--- src/sv/hrdp_pkg.sv ---
// Shared types and constants of the HID report descriptor parser.
`default_nettype none

package hrdp_pkg;

   // Item tags, with the data size code bits masked off.
   localparam logic [7:0] TAG_USAGE_PAGE = 8'h04;
   localparam logic [7:0] TAG_USAGE      = 8'h08;
   localparam logic [7:0] TAG_LOG_MIN    = 8'h14;
   localparam logic [7:0] TAG_LOG_MAX    = 8'h24;
   localparam logic [7:0] TAG_REP_SIZE   = 8'h74;
   localparam logic [7:0] TAG_REP_ID     = 8'h84;
   localparam logic [7:0] TAG_REP_COUNT  = 8'h94;
   localparam logic [7:0] TAG_INPUT      = 8'h80;
   localparam logic [7:0] TAG_OUTPUT     = 8'h90;
   localparam logic [7:0] TAG_FEATURE    = 8'hB0;
   localparam logic [7:0] TAG_COLLECTION = 8'hA0;
   localparam logic [7:0] TAG_END_COLL   = 8'hC0;
   localparam logic [7:0] TAG_MASK       = 8'hFC;

   // Size code that carries four data bytes.
   localparam logic [1:0] SIZE_FOUR = 2'd3;

   // Page that marks a collection index node.
   localparam logic [15:0] INDEX_PAGE = 16'h00FF;

   // Main item kinds.
   localparam logic [1:0] KIND_INPUT   = 2'd0;
   localparam logic [1:0] KIND_OUTPUT  = 2'd1;
   localparam logic [1:0] KIND_FEATURE = 2'd2;

   // Error codes of a result.
   localparam logic [1:0] ERR_OK    = 2'd0;
   localparam logic [1:0] ERR_FULL  = 2'd1;
   localparam logic [1:0] ERR_CLAMP = 2'd2;
   localparam logic [1:0] ERR_STACK = 2'd3;

   // Request op codes.
   localparam logic OP_BYTE    = 1'b0;
   localparam logic OP_RESTART = 1'b1;

   typedef struct packed {
      logic       op;
      logic [7:0] desc_byte;
   } req_type;

   typedef struct packed {
      logic [1:0]  kind;
      logic [7:0]  attribute;
      logic [7:0]  report_number;
      logic [15:0] bit_offset;
      logic [7:0]  bit_size;
      logic [31:0] logical_low;
      logic [31:0] logical_high;
      logic [15:0] usage_page;
      logic [15:0] usage_id;
      logic [4:0]  path_depth;
      logic        last;
      logic [1:0]  error;
   } rsp_type;

   // A completed item from the byte assembler.
   typedef struct packed {
      logic        done;
      logic [7:0]  prefix;
      logic [31:0] data;
   } item_type;

endpackage

`default_nettype wire

--- src/sv/hrdp_ram.sv ---
// Generic single-write, single-read RAM with registered read data.
`default_nettype none

module hrdp_ram #(
   parameter int WIDTH = 32,
   parameter int DEPTH = 16
) (
   input  wire logic                                        clock,
   input  wire logic                                        we,
   input  wire logic [((DEPTH > 1) ? $clog2(DEPTH) : 1)-1:0] waddr,
   input  wire logic [WIDTH-1:0]                            wdata,
   input  wire logic [((DEPTH > 1) ? $clog2(DEPTH) : 1)-1:0] raddr,
   output logic      [WIDTH-1:0]                            rdata
);

   logic [WIDTH-1:0] mem_ff [DEPTH];

   // Write port and registered read port.
   always_ff @(posedge clock) begin
      if (we) begin
         mem_ff[waddr] <= wdata;
      end
      rdata <= mem_ff[raddr];
   end

endmodule

`default_nettype wire

--- src/sv/hrdp_item_asm.sv ---
// Gathers descriptor bytes into items: prefix plus little-endian data.
`default_nettype none

module hrdp_item_asm
   import hrdp_pkg::*;
(
   input  wire logic       clock,
   input  wire logic       reset,
   input  wire logic       restart,
   input  wire logic       take,
   input  wire logic [7:0] byte_in,
   output item_type        item
);

   logic [7:0]  prefix_ff, prefix_in;
   logic [31:0] accum_ff, accum_in;
   logic [2:0]  left_ff, left_in;
   logic [2:0]  len_new, len_cur;
   logic [1:0]  pos;
   logic [31:0] shifted;

   // Data byte count of a size code.
   function automatic logic [2:0] size_len(input logic [1:0] code);
      logic [2:0] len;
      case (code)
         2'd0:    len = 3'd0;
         2'd1:    len = 3'd1;
         2'd2:    len = 3'd2;
         default: len = 3'd4;
      endcase
      return len;
   endfunction

   // Next state and the item completed by this byte.
   always_comb begin
      len_new   = size_len(byte_in[1:0]);
      len_cur   = size_len(prefix_ff[1:0]);
      pos       = 2'(len_cur - left_ff);
      case (pos)
         2'd0:    shifted = {24'd0, byte_in};
         2'd1:    shifted = {16'd0, byte_in, 8'd0};
         2'd2:    shifted = {8'd0, byte_in, 16'd0};
         default: shifted = {byte_in, 24'd0};
      endcase
      prefix_in = prefix_ff;
      accum_in  = accum_ff;
      left_in   = left_ff;
      if (left_ff == 3'd0) begin
         item.prefix = byte_in;
         item.data   = 32'd0;
         item.done   = (len_new == 3'd0);
         if (take) begin
            prefix_in = byte_in;
            accum_in  = 32'd0;
            left_in   = len_new;
         end
      end else begin
         item.prefix = prefix_ff;
         item.data   = accum_ff | shifted;
         item.done   = (left_ff == 3'd1);
         if (take) begin
            accum_in = accum_ff | shifted;
            left_in  = left_ff - 3'd1;
         end
      end
   end

   always_ff @(posedge clock) begin
      if (reset || restart) begin
         prefix_ff <= 8'd0;
         accum_ff  <= 32'd0;
         left_ff   <= 3'd0;
      end else begin
         prefix_ff <= prefix_in;
         accum_ff  <= accum_in;
         left_ff   <= left_in;
      end
   end

endmodule

`default_nettype wire

--- src/sv/hid_report_descriptor_parser_core.sv ---
// Top level of the HID report descriptor parser: item execution and object emission.
//
//   Channel  Direction  Payload    Transfer when
//   req      in         req_type   req_valid && !req_stall
//   rsp      out        rsp_type   rsp_valid && !rsp_stall
//
// A byte that does not complete an item is taken in ST_IDLE. A completed item runs
// ST_EXEC, plus ST_PATH_CHK for an end collection or ST_COLL2 for an index collection.
// A main item passes ST_SEARCH and ST_SCMP per slot compared in the offset slot RAM
// (one read port), allocates or fails in ST_SEARCH, then emits its records in ST_EMIT.
// Reset, and a restart transfer, clear the stacks, counters and global items at once; no clearing pass is needed.
// A stall on rsp holds the record run; req stays stalled until the item is finished.
`default_nettype none

module hid_report_descriptor_parser_core
   import hrdp_pkg::*;
#(
   parameter int USAGE_DEPTH  = 8,
   parameter int PATH_DEPTH   = 16,
   parameter int REPORT_SLOTS = 8,
   parameter int MAX_RUN      = 64
) (
   input  wire logic clock,
   input  wire logic reset,
   input  wire logic req_valid,
   output logic      req_stall,
   input  req_type   req_data,
   output logic      rsp_valid,
   input  wire logic rsp_stall,
   output rsp_type   rsp_data
);

   localparam int UCW = $clog2(USAGE_DEPTH + 1);
   localparam int UAW = $clog2(USAGE_DEPTH);
   localparam int PCW = $clog2(PATH_DEPTH + 1);
   localparam int PAW = $clog2(PATH_DEPTH);
   localparam int SCW = $clog2(REPORT_SLOTS + 1);
   localparam int SAW = (REPORT_SLOTS > 1) ? $clog2(REPORT_SLOTS) : 1;
   localparam int RCW = $clog2(MAX_RUN + 1);
   localparam int SLOT_W = 26;

   typedef enum logic [2:0] {
      ST_IDLE, ST_EXEC, ST_COLL2, ST_PATH_CHK, ST_SEARCH, ST_SCMP, ST_EMIT
   } state_type;

   state_type   state_ff, state_in;
   item_type    item_ff, item_in;
   item_type    asm_item;
   logic [15:0] page_ff, page_in;
   logic [31:0] ustack_ff [USAGE_DEPTH];
   logic [31:0] ustack_in [USAGE_DEPTH];
   logic [31:0] upop [USAGE_DEPTH];
   logic [UCW-1:0] ucount_ff, ucount_in, ucount_pop;
   logic [PCW-1:0] pcount_ff, pcount_in;
   logic [7:0]  rid_ff, rid_in;
   logic [7:0]  size_ff, size_in;
   logic [7:0]  count_ff, count_in;
   logic [31:0] low_ff, low_in;
   logic [31:0] high_ff, high_in;
   logic        fault_ff, fault_in;
   logic [SCW-1:0] fill_ff, fill_in;
   logic [SCW-1:0] sidx_ff, sidx_in;
   logic [SAW-1:0] slot_ff, slot_in;
   logic        found_ff, found_in;
   logic [15:0] off_ff, off_in;
   logic [1:0]  kind_ff, kind_in;
   logic [RCW-1:0] n_ff, n_in;
   logic [RCW-1:0] k_ff, k_in;
   logic        clamp_ff, clamp_in;
   logic        rsp_valid_ff, rsp_valid_in;
   rsp_type     rsp_ff, rsp_in;

   logic        take, byte_take, restart, out_free, run_end;
   logic [7:0]  tag;
   logic [15:0] upage;
   logic [16:0] off_sum;
   logic [15:0] off_next;
   logic [1:0]  err;

   logic              path_we;
   logic [PAW-1:0]    path_waddr;
   logic [31:0]       path_wdata;
   logic [PAW-1:0]    path_raddr;
   logic [31:0]       path_rdata;
   logic              slot_we;
   logic [SAW-1:0]    slot_waddr;
   logic [SLOT_W-1:0] slot_wdata;
   logic [SAW-1:0]    slot_raddr;
   logic [SLOT_W-1:0] slot_rdata;

   hrdp_item_asm u_asm (
      .clock   (clock),
      .reset   (reset),
      .restart (restart),
      .take    (byte_take),
      .byte_in (req_data.desc_byte),
      .item    (asm_item)
   );

   // Collection path stack.
   hrdp_ram #(.WIDTH(32), .DEPTH(PATH_DEPTH)) u_path_ram (
      .clock (clock),
      .we    (path_we),
      .waddr (path_waddr),
      .wdata (path_wdata),
      .raddr (path_raddr),
      .rdata (path_rdata)
   );

   // Offset slots: report id, kind and running bit offset.
   hrdp_ram #(.WIDTH(SLOT_W), .DEPTH(REPORT_SLOTS)) u_slot_ram (
      .clock (clock),
      .we    (slot_we),
      .waddr (slot_waddr),
      .wdata (slot_wdata),
      .raddr (slot_raddr),
      .rdata (slot_rdata)
   );

   // Usage stack after a pop: entries shift down, zero enters from beyond the stack.
   for (genvar i = 0; i < USAGE_DEPTH; i++) begin : g_pop
      if (i + 1 < USAGE_DEPTH) begin : g_mid
         assign upop[i] = (UCW'(i) < ucount_ff) ? ustack_ff[i + 1] : ustack_ff[i];
      end else begin : g_top
         assign upop[i] = (UCW'(i) < ucount_ff) ? 32'd0 : ustack_ff[i];
      end
   end
   assign ucount_pop = (ucount_ff == '0) ? '0 : ucount_ff - 1'b1;

   // Handshake and shared terms.
   assign req_stall = (state_ff != ST_IDLE);
   assign take      = req_valid && (state_ff == ST_IDLE);
   assign restart   = take && (req_data.op == OP_RESTART);
   assign byte_take = take && (req_data.op == OP_BYTE);
   assign out_free  = !rsp_valid_ff || !rsp_stall;
   assign run_end   = ((k_ff + 1'b1) == n_ff);
   assign tag       = item_ff.prefix & TAG_MASK;
   assign upage     = (item_ff.prefix[1:0] == SIZE_FOUR) ? item_ff.data[31:16] : page_ff;
   assign off_sum   = {1'b0, off_ff} + {9'd0, size_ff};
   assign off_next  = off_sum[16] ? 16'hFFFF : off_sum[15:0];
   assign path_raddr = PAW'(pcount_ff - 1'b1);
   assign slot_raddr = sidx_ff[SAW-1:0];

   always_comb begin
      if (fault_ff) begin
         err = ERR_STACK;
      end else if (!found_ff) begin
         err = ERR_FULL;
      end else if (clamp_ff) begin
         err = ERR_CLAMP;
      end else begin
         err = ERR_OK;
      end
   end

   // Sequencer: next values of all registers and the memory write ports.
   always_comb begin
      state_in     = state_ff;
      item_in      = item_ff;
      page_in      = page_ff;
      ustack_in    = ustack_ff;
      ucount_in    = ucount_ff;
      pcount_in    = pcount_ff;
      rid_in       = rid_ff;
      size_in      = size_ff;
      count_in     = count_ff;
      low_in       = low_ff;
      high_in      = high_ff;
      fault_in     = fault_ff;
      fill_in      = fill_ff;
      sidx_in      = sidx_ff;
      slot_in      = slot_ff;
      found_in     = found_ff;
      off_in       = off_ff;
      kind_in      = kind_ff;
      n_in         = n_ff;
      k_in         = k_ff;
      clamp_in     = clamp_ff;
      rsp_in       = rsp_ff;
      rsp_valid_in = rsp_valid_ff;
      path_we      = 1'b0;
      path_waddr   = pcount_ff[PAW-1:0];
      path_wdata   = ustack_ff[0];
      slot_we      = 1'b0;
      slot_waddr   = slot_ff;
      slot_wdata   = {rid_ff, kind_ff, off_next};

      if (out_free) begin
         rsp_valid_in = 1'b0;
      end

      unique case (state_ff)
         ST_IDLE: begin
            if (byte_take && asm_item.done) begin
               item_in  = asm_item;
               state_in = ST_EXEC;
            end
         end
         ST_EXEC: begin
            state_in = ST_IDLE;
            unique case (tag) inside
               TAG_USAGE_PAGE: begin
                  page_in = item_ff.data[15:0];
                  if (ucount_ff < UCW'(USAGE_DEPTH)) begin
                     ustack_in[ucount_ff[UAW-1:0]] = {item_ff.data[15:0], 16'h00FF};
                  end
               end
               TAG_USAGE: begin
                  if (ucount_ff < UCW'(USAGE_DEPTH)) begin
                     ustack_in[ucount_ff[UAW-1:0]] = {upage, item_ff.data[15:0]};
                     ucount_in = ucount_ff + 1'b1;
                  end else begin
                     fault_in = 1'b1;
                  end
               end
               TAG_COLLECTION: begin
                  ustack_in = upop;
                  ucount_in = ucount_pop;
                  if (pcount_ff < PCW'(PATH_DEPTH)) begin
                     path_we   = 1'b1;
                     pcount_in = pcount_ff + 1'b1;
                  end else begin
                     fault_in = 1'b1;
                  end
                  if (|item_ff.data[31:7]) begin
                     state_in = ST_COLL2;
                  end
               end
               TAG_END_COLL: begin
                  if (pcount_ff == '0) begin
                     fault_in = 1'b1;
                  end else begin
                     pcount_in = pcount_ff - 1'b1;
                     state_in  = ST_PATH_CHK;
                  end
               end
               TAG_INPUT, TAG_OUTPUT, TAG_FEATURE: begin
                  if (tag == TAG_INPUT) begin
                     kind_in = KIND_INPUT;
                  end else if (tag == TAG_OUTPUT) begin
                     kind_in = KIND_OUTPUT;
                  end else begin
                     kind_in = KIND_FEATURE;
                  end
                  if (count_ff != 8'd0) begin
                     clamp_in = (count_ff > 8'(MAX_RUN));
                     n_in     = clamp_in ? RCW'(MAX_RUN) : RCW'(count_ff);
                     k_in     = '0;
                     sidx_in  = '0;
                     state_in = ST_SEARCH;
                  end
               end
               TAG_REP_ID:    rid_in   = item_ff.data[7:0];
               TAG_REP_SIZE:  size_in  = item_ff.data[7:0];
               TAG_REP_COUNT: count_in = item_ff.data[7:0];
               TAG_LOG_MIN:   low_in   = item_ff.data;
               TAG_LOG_MAX:   high_in  = item_ff.data;
               default: ;
            endcase
         end
         ST_COLL2: begin
            // Index node for a collection whose data has a bit set above bit 6.
            path_wdata = {INDEX_PAGE, 9'd0, item_ff.data[6:0]};
            if (pcount_ff < PCW'(PATH_DEPTH)) begin
               path_we   = 1'b1;
               pcount_in = pcount_ff + 1'b1;
            end else begin
               fault_in = 1'b1;
            end
            state_in = ST_IDLE;
         end
         ST_PATH_CHK: begin
            // The popped node was an index node: pop its collection too.
            if (path_rdata[31:16] == INDEX_PAGE) begin
               if (pcount_ff == '0) begin
                  fault_in = 1'b1;
               end else begin
                  pcount_in = pcount_ff - 1'b1;
               end
            end
            state_in = ST_IDLE;
         end
         ST_SEARCH: begin
            if (sidx_ff == fill_ff) begin
               off_in   = 16'd0;
               state_in = ST_EMIT;
               if (fill_ff < SCW'(REPORT_SLOTS)) begin
                  slot_we    = 1'b1;
                  slot_waddr = fill_ff[SAW-1:0];
                  slot_wdata = {rid_ff, kind_ff, 16'd0};
                  slot_in    = fill_ff[SAW-1:0];
                  fill_in    = fill_ff + 1'b1;
                  found_in   = 1'b1;
               end else begin
                  found_in = 1'b0;
               end
            end else begin
               state_in = ST_SCMP;
            end
         end
         ST_SCMP: begin
            if (slot_rdata[25:16] == {rid_ff, kind_ff}) begin
               slot_in  = sidx_ff[SAW-1:0];
               off_in   = slot_rdata[15:0];
               found_in = 1'b1;
               state_in = ST_EMIT;
            end else begin
               sidx_in  = sidx_ff + 1'b1;
               state_in = ST_SEARCH;
            end
         end
         ST_EMIT: begin
            if (out_free) begin
               rsp_valid_in          = 1'b1;
               rsp_in.kind           = kind_ff;
               rsp_in.attribute      = item_ff.data[7:0];
               rsp_in.report_number  = rid_ff;
               rsp_in.bit_offset     = off_ff;
               rsp_in.bit_size       = size_ff;
               rsp_in.logical_low    = low_ff;
               rsp_in.logical_high   = high_ff;
               rsp_in.usage_page     = ustack_ff[0][31:16];
               rsp_in.usage_id       = ustack_ff[0][15:0];
               rsp_in.path_depth     = 5'(pcount_ff);
               rsp_in.last           = run_end;
               rsp_in.error          = err;
               ustack_in = upop;
               ucount_in = ucount_pop;
               if (found_ff) begin
                  off_in  = off_next;
                  slot_we = 1'b1;
               end
               k_in = k_ff + 1'b1;
               if (run_end) begin
                  state_in = ST_IDLE;
               end
            end
         end
         default: state_in = ST_IDLE;
      endcase

      // A restart transfer returns the stacks, counters and global items to their reset values.
      if (restart) begin
         page_in   = 16'd0;
         for (int i = 0; i < USAGE_DEPTH; i++) begin
            ustack_in[i] = 32'd0;
         end
         ucount_in = '0;
         pcount_in = '0;
         rid_in    = 8'd1;
         size_in   = 8'd0;
         count_in  = 8'd0;
         low_in    = 32'd0;
         high_in   = 32'd0;
         fault_in  = 1'b0;
         fill_in   = '0;
      end
   end

   always_ff @(posedge clock) begin
      if (reset) begin
         state_ff     <= ST_IDLE;
         page_ff      <= 16'd0;
         for (int i = 0; i < USAGE_DEPTH; i++) begin
            ustack_ff[i] <= 32'd0;
         end
         ucount_ff    <= '0;
         pcount_ff    <= '0;
         rid_ff       <= 8'd1;
         size_ff      <= 8'd0;
         count_ff     <= 8'd0;
         low_ff       <= 32'd0;
         high_ff      <= 32'd0;
         fault_ff     <= 1'b0;
         fill_ff      <= '0;
         rsp_valid_ff <= 1'b0;
      end else begin
         state_ff     <= state_in;
         page_ff      <= page_in;
         ustack_ff    <= ustack_in;
         ucount_ff    <= ucount_in;
         pcount_ff    <= pcount_in;
         rid_ff       <= rid_in;
         size_ff      <= size_in;
         count_ff     <= count_in;
         low_ff       <= low_in;
         high_ff      <= high_in;
         fault_ff     <= fault_in;
         fill_ff      <= fill_in;
         rsp_valid_ff <= rsp_valid_in;
      end
      item_ff  <= item_in;
      sidx_ff  <= sidx_in;
      slot_ff  <= slot_in;
      found_ff <= found_in;
      off_ff   <= off_in;
      kind_ff  <= kind_in;
      n_ff     <= n_in;
      k_ff     <= k_in;
      clamp_ff <= clamp_in;
      rsp_ff   <= rsp_in;
   end

   assign rsp_valid = rsp_valid_ff;
   assign rsp_data  = rsp_ff;

endmodule

`default_nettype wire
--- config.mk ---
export PLATFORM = sky130hd
export DESIGN_NAME = hid_report_descriptor_parser_core
export DESIGN_NICKNAME = d
export VERILOG_FILES = /design/src/sv/hrdp_pkg.sv /design/src/sv/hrdp_ram.sv /design/src/sv/hrdp_item_asm.sv /design/src/sv/hid_report_descriptor_parser_core.sv
export SDC_FILE = /design/constraint.sdc
export NUM_CORES = 2
export LEC_CHECK = 0
export ABC_AREA = 1
export CAP_MARGIN = 40
export CORE_UTILIZATION = 59
export DETAILED_ROUTE_END_ITERATION = 6
export DONT_BUFFER_PORTS = 1
export HOLD_SLACK_MARGIN = 0.08
export PLACE_DENSITY = 0.75
export SYNTH_ARGS = -nofsm -noshare
export SYNTH_HDL_FRONTEND = slang
export SYNTH_SLANG_ARGS = --single-unit
--- constraint.sdc ---
create_clock -name clock -period 13.49 [get_ports clock]
set_clock_uncertainty 0.15 [all_clocks]
set_input_delay 2.698 -clock clock [delete_from_list [all_inputs] [get_ports clock]]
set_output_delay 2.698 -clock clock [all_outputs]
set_load 0.005 [all_outputs]
# [Word-level counts from Yosys, hierarchy flattened]
# Memories as Yosys holds them, arrays and structs flattened. A register that Yosys moved wholly into a read port is not among the register bits.
# Cells that the tools add are included.
[word_totals] register_bits=648 mem_bits_rw=720 inputBits=13 out_inout_bits=148 n_memories=2
[memory_table] memory="u_path_ram.mem_ff" words=16 word_bits=32 rd=1 rd_clocked_by_memory_dff=1 write_ports=1 line_no="hrdp_ram.sv:16" source="logic [WIDTH-1:0] mem_ff [DEPTH];"
[memory_table] memory="u_slot_ram.mem_ff" words=8 word_bits=26 rd=1 rd_clocked_by_memory_dff=1 write_ports=1 line_no="hrdp_ram.sv:16"
[op_classes] add_sub_neg=10 magnitude_cmp=14 n_eq_ne=47 mux=98 bitwise_logic=4 reduce_logical=50
[ops] operator="$mux W256" n=3
[ops] operator="$pmux W256 S3" n=1
[ops] operator="$bwmux W256" n=2
[ops] operator="$pmux W256 S2" n=1
[ops] operator="$mux W32" n=13
[ops] operator="$mux W16" n=9
[ops] operator="$demux W32 S3" n=1
[ops] operator="$pmux W32 S3" n=1
[ops] operator="$pmux W16 S3" n=1
[ops] operator="$eq A6 B6 Y1 const B" n=7
[ops] operator="$mux W41" n=1
[ops] operator="$mux W3" n=11
[ops] operator="$or A32 B32 Y32" n=1
[ops] operator="$reduce_or A25 Y1" n=1
[ops] operator="$mux W4" n=6
[ops] operator="$pmux W4 S2" n=3
[ops] operator="$reduce_and A2 Y1" n=11
[ops] operator="$mux W7" n=3
[ops] operator="$mux W1" n=19
[ops] operator="$ne A2 B2 Y1 const B" n=9
[ops] operator="$pmux W3 S3" n=2
[ops] operator="$add A16 B8 Y17" n=1
[ops] operator="$eq A16 B8 Y1 const B" n=1
[ops] operator="$lt A3 B4 Y1 const A" n=4
[ops] operator="57 further kinds" n=111

# [Depth between registers and ports, before layout]
[logic_depth] ltp_word=10 depth_mapped=15 mapped_depth_nobuf=14

# [Modules after synthesis]
# From an unflattened synthesis, not the netlist that was laid out.
[hier_totals] hier_cells=8124 hier_area_um2=67717.4
[by_module_without_submodules] mod="hid_report_descriptor_parser_core" instances=1 cells_per_inst=4754 area_per_inst_um2=32855.3
[by_module_without_submodules] mod="hrdp_ram (u_path_ram)" instances=1 cells_per_inst=2120 area_per_inst_um2=22730.6
[by_module_without_submodules] mod="hrdp_ram (u_slot_ram)" instances=1 cells_per_inst=943 area_per_inst_um2=9650.5
[by_module_without_submodules] mod="hrdp_item_asm" instances=1 cells_per_inst=307 area_per_inst_um2=2481.1

# [Least setup slack after synthesis]
# No wires, ideal clock.
[synth_timing] kind="input to register" start="input port rsp_stall" end="memory u_slot_ram.mem_ff[0][0] (netlist name), enable pin" t_arrival_ns=10.891 path_slack_ns=2.040 cell_stages=7 n_path_buf=0 path_cell_list="nand2_1 inv_1 nor2_1 nand2_1 nand2_1 o21ai_0 nor2_1"
[synth_between] elab_chain_len=6
[synth_rtl] element="start, declared" line_no="hid_report_descriptor_parser_core.sv:29" source="input wire logic rsp_stall,"
[synth_rtl] element="$logic_not A1 Y1" line_no="hid_report_descriptor_parser_core.sv:135" source="assign out_free = !rsp_valid_ff || !rsp_stall;"
[synth_rtl] element="$logic_or A1 B1 Y1" line_no="hid_report_descriptor_parser_core.sv:135"
[synth_rtl] element="$mux W1" line_no="hid_report_descriptor_parser_core.sv:313" source="if (out_free) begin"
[synth_rtl] element="$pmux W1 S2" line_no="hid_report_descriptor_parser_core.sv:192" source="unique case (state_ff)"
[synth_rtl] element="$mux W1" line_no="hrdp_ram.sv:20" source="if (we) begin"
[synth_rtl] element="$mux W1 (implied by the code)" line_no="hrdp_ram.sv:21" source="mem_ff[waddr] <= wdata;"
[synth_rtl] element="end, declared" line_no="hrdp_ram.sv:16"
# No other way between the ends.

# [Final worst setup path]
[layout_timing] start="input port rsp_stall" end="register ustack_ff[35] (netlist name)"
[layout_between] elab_chain_len=4
[layout_rtl] element="$logic_not A1 Y1" line_no="hid_report_descriptor_parser_core.sv:135"
[layout_rtl] element="$logic_or A1 B1 Y1" line_no="hid_report_descriptor_parser_core.sv:135"
[layout_rtl] element="$ne A2 B2 Y1 (no source line)"
[layout_rtl] element="$reduce_and A5 Y1 (no source line)"
[layout_rtl] element="end signal, assigned" line_no="hid_report_descriptor_parser_core.sv:380" source="ustack_ff <= ustack_in;"
[layout_rtl] element="end, declared" line_no="hid_report_descriptor_parser_core.sv:50" source="logic [31:0] ustack_ff [USAGE_DEPTH];"
# No other way between the ends.
# A chain may end at the register's enable or synchronous reset.

==> impl_metrics.ini <==
[detailed_routing]
firstDrtPassIters = 6
drt-initial-drc-count = 5849
drt_drc_violations_left = 0
route.vias.total = 44700
ant_nets = 0
wl_per_cell_um = 20.7
wirelength_um = 153000
via_per_inst = 6.04

[timing]
slew_headroom_pct = 21.8
hold_viol = 0
fin_crit_sh_pct = 37.5
setup_viol = 0
setup_ws_ns = 8.43
max_freq_mhz = 198
period_needed_ns = 5.06
tns_ns = 0
max_slew.worst_pin.slew_ns = 1.17
rsz0062_at_grt = no
drv_slew = 0

[yosys]
seq_area_frac_synth_pct = 56.1
yosysTopAreaCellShare_pct = 38.8
synth_edf_count = 691
synth_xor_xnor_area_share_pct = 0.409
synth-simple-area-share_pct = 19.3
synth_area_leader_cell = edfxtp_1
synth_fp_nets = 6368
synth_top_family_by_area = simple AND/OR/NAND/NOR gates
netlist_instances = 6330
ys_ff_latch = 1154
ys.flop_type = edfxtp_1
ys_types = 48
synth-compound-area-share_pct = 16.7
yosys-top-cells-area = edfxtp_1 (39%), dfxtp_1 (17%), nand2_1 (10%)
async_flop_share_pct = 0
postSynthAreaPerCell_um2 = 8.45
synthMuxAreaShare_pct = 0.318
syn-cell-area_mm2 = 0.0535
synth-adder-area-share_pct = 0.599
yosysWarnings = 0

[clocking]
clk_pin_slew_worst_paths_ns = 0.07
clockRootBuffer = clkbuf_16
post-cts-setup-buffer-count = 0
hold_buffers = 0
cts_resized = 0
cts_buffer_depth = 3
cts_tree = yes
htreeDepth = 3
clkSinkCount = 1154
clock_latency_ns = 0.73
cts_made_buffers = 113

[floorplanning]
dieWidth_um = 303
core_mm2 = 0.0899
ioPinCount = 161
num_rows = 110
die_h_um = 303
dieArea_mm2 = 0.0919
start_util_pct = 59.5

[final_layout]
drive_above_1_share_pct = 5.98
fin_nets = 6164
post-route-util_pct = 65.3
syn2layout_area_growth_pct = 9.62

[job]
cap_viol_max_count = 0

[global_routing]
grt_pass1_vias = 40500
grt_pass1_wl_um = 234000
antenna_found_initial = 3
grt_remaining_overflow = 0
grt_max_degree = 210
grt_util_all_layers_pct = 32.6

[placed_design]
port_buffers = 0
place_congestion = 0.902
dp_slack_ns = 7.83
dp_hpwl_um = 94900

[critical_path]
crit_path_start_kind = input pin
rr_worst_depth = 16
critical_path.endpoint_type = register
crit_fanout = 40
arrival_ns = 5.55
path_class = in -> reg
required_ns = 13.98

[pwr]
p_leak_nw = 21.9
ir_drop_uv = 124
total_power_mw = 7.85
p_per_area_mw_per_mm2 = 134

[status]
status = completed

[worst_hold_path]
worstHoldPathType = reg -> reg
whs_path_depth = 0
## sequential cells by signal (all words and copies together) (netlist names), 5 cells and up, named ones only
register,count
u_path_ram.mem_ff,256
n_ff,7
size_ff,8
u_asm.accum_ff,32
count_ff,8
u_path_ram.rdata,16
off_ff,16
ustack_ff,256
item_ff,40
u_slot_ram.mem_ff,208
u_asm.prefix_ff,8
high_ff,32
rsp_data,146
low_ff,32
pcount_ff,5
k_ff,7
page_ff,16
rid_ff,8
u_slot_ram.rdata,26
## cells in the mapped netlist (24+ instances only)
cell type     n
ha_1         24
o22ai_1      48
buf_1        26
dfxtp_1     463
o221ai_1     38
a31oi_1      31
clkbuf_1    331
buf_2        73
o32ai_1      47
inv_1       454
nand3_1     208
nand2_1    1445
nor3_1       46
o211ai_1    179
nand4_1      32
a211oi_1     25
edfxtp_1    691
o21ai_0     838
a21oi_1     337
nor2_1      850
## worst paths after layout
kind,end,startpoint,slack [ns]
setup / recovery,ustack_ff[35],rsp_stall,8.43
hold / removal,rsp_data[70],high_ff[30],0.27
setup reg to reg,ustack_ff[35],state_ff[1],8.76
hold reg to reg,rsp_data[70],high_ff[30],0.27
## metal layers
metal,GRT usage (%),up-vias,routed length (um)
li1,-,21100,-
met1,45.2,20800,61900
met2,50.8,2418,70000
met3,5.60,404,15100
met4,13.9,0,6540
met5,0,-,0
## cell families after synthesis
family / after synthesis
flip-flops: 1154
AND/OR/NAND/NOR: 2610
multiplexers: 17
XOR/XNOR: 25
buffers and inverters: 911
adder cells (fa/ha/maj): 25
AO/OA/AOI/OAI: 1588
## final cells by class
| type | count | area, um^2 |
|---|---|---|
| timing repair buffer | 114 | 1180 |
| fill | 7113 | 31200 |
| sequential | 1154 | 30000 |
| clock inverter | 69 | 913 |
| clock buffer | 145 | 3060 |
| multi-input combinational | 4265 | 20200 |
| antenna | 1 | 2.50 |
| tap | 1176 | 1470 |
| inverter | 478 | 1810 |
## critical path: stages
cell	delay [ns]
nand2_1	0.24
o21ai_1	0.21
nor2_4	0.12
buf_4	0.37
buf_4	0.53
nand2_1	0.60
buf_4	0.44
nand2_1	0.09
nand2_1	0.05
nor2_1	0.15
## cell usage in the layout (no fill, tap or decap), drive strengths merged, types with 114 or more instances in the layout
cell,netlist,routed
dfxtp,463,463
buf,102,114
inv,467,471
nand3,209,209
o21ai,857,857
edfxtp,691,691
nor2,856,856
o211ai,179,179
clkbuf,331,145
nand2,1447,1447
a21oi,337,337
## metrics by stage
| step | instances | hold slack [ns] | instance area [um^2] |
|---|---|---|---|
| floorplan | 6330 | 0.253 | 53500 |
| global placement | 7161 | 0.258 | 54200 |
| detailed placement | 7187 | 0.260 | 54700 |
| CTS | 7401 | 0.271 | 58700 |
| global route | 7401 | 0.278 | 58700 |
| finish | 7402 | 0.269 | 58700 |
## report_power, final
part           total, mW  switching (mW)  internal [mW]
logic              0.643           0.478          0.165
clock network       3.39            1.39           1.99
registers           3.82          0.0525           3.77
(Power assumes the default switching activity.)
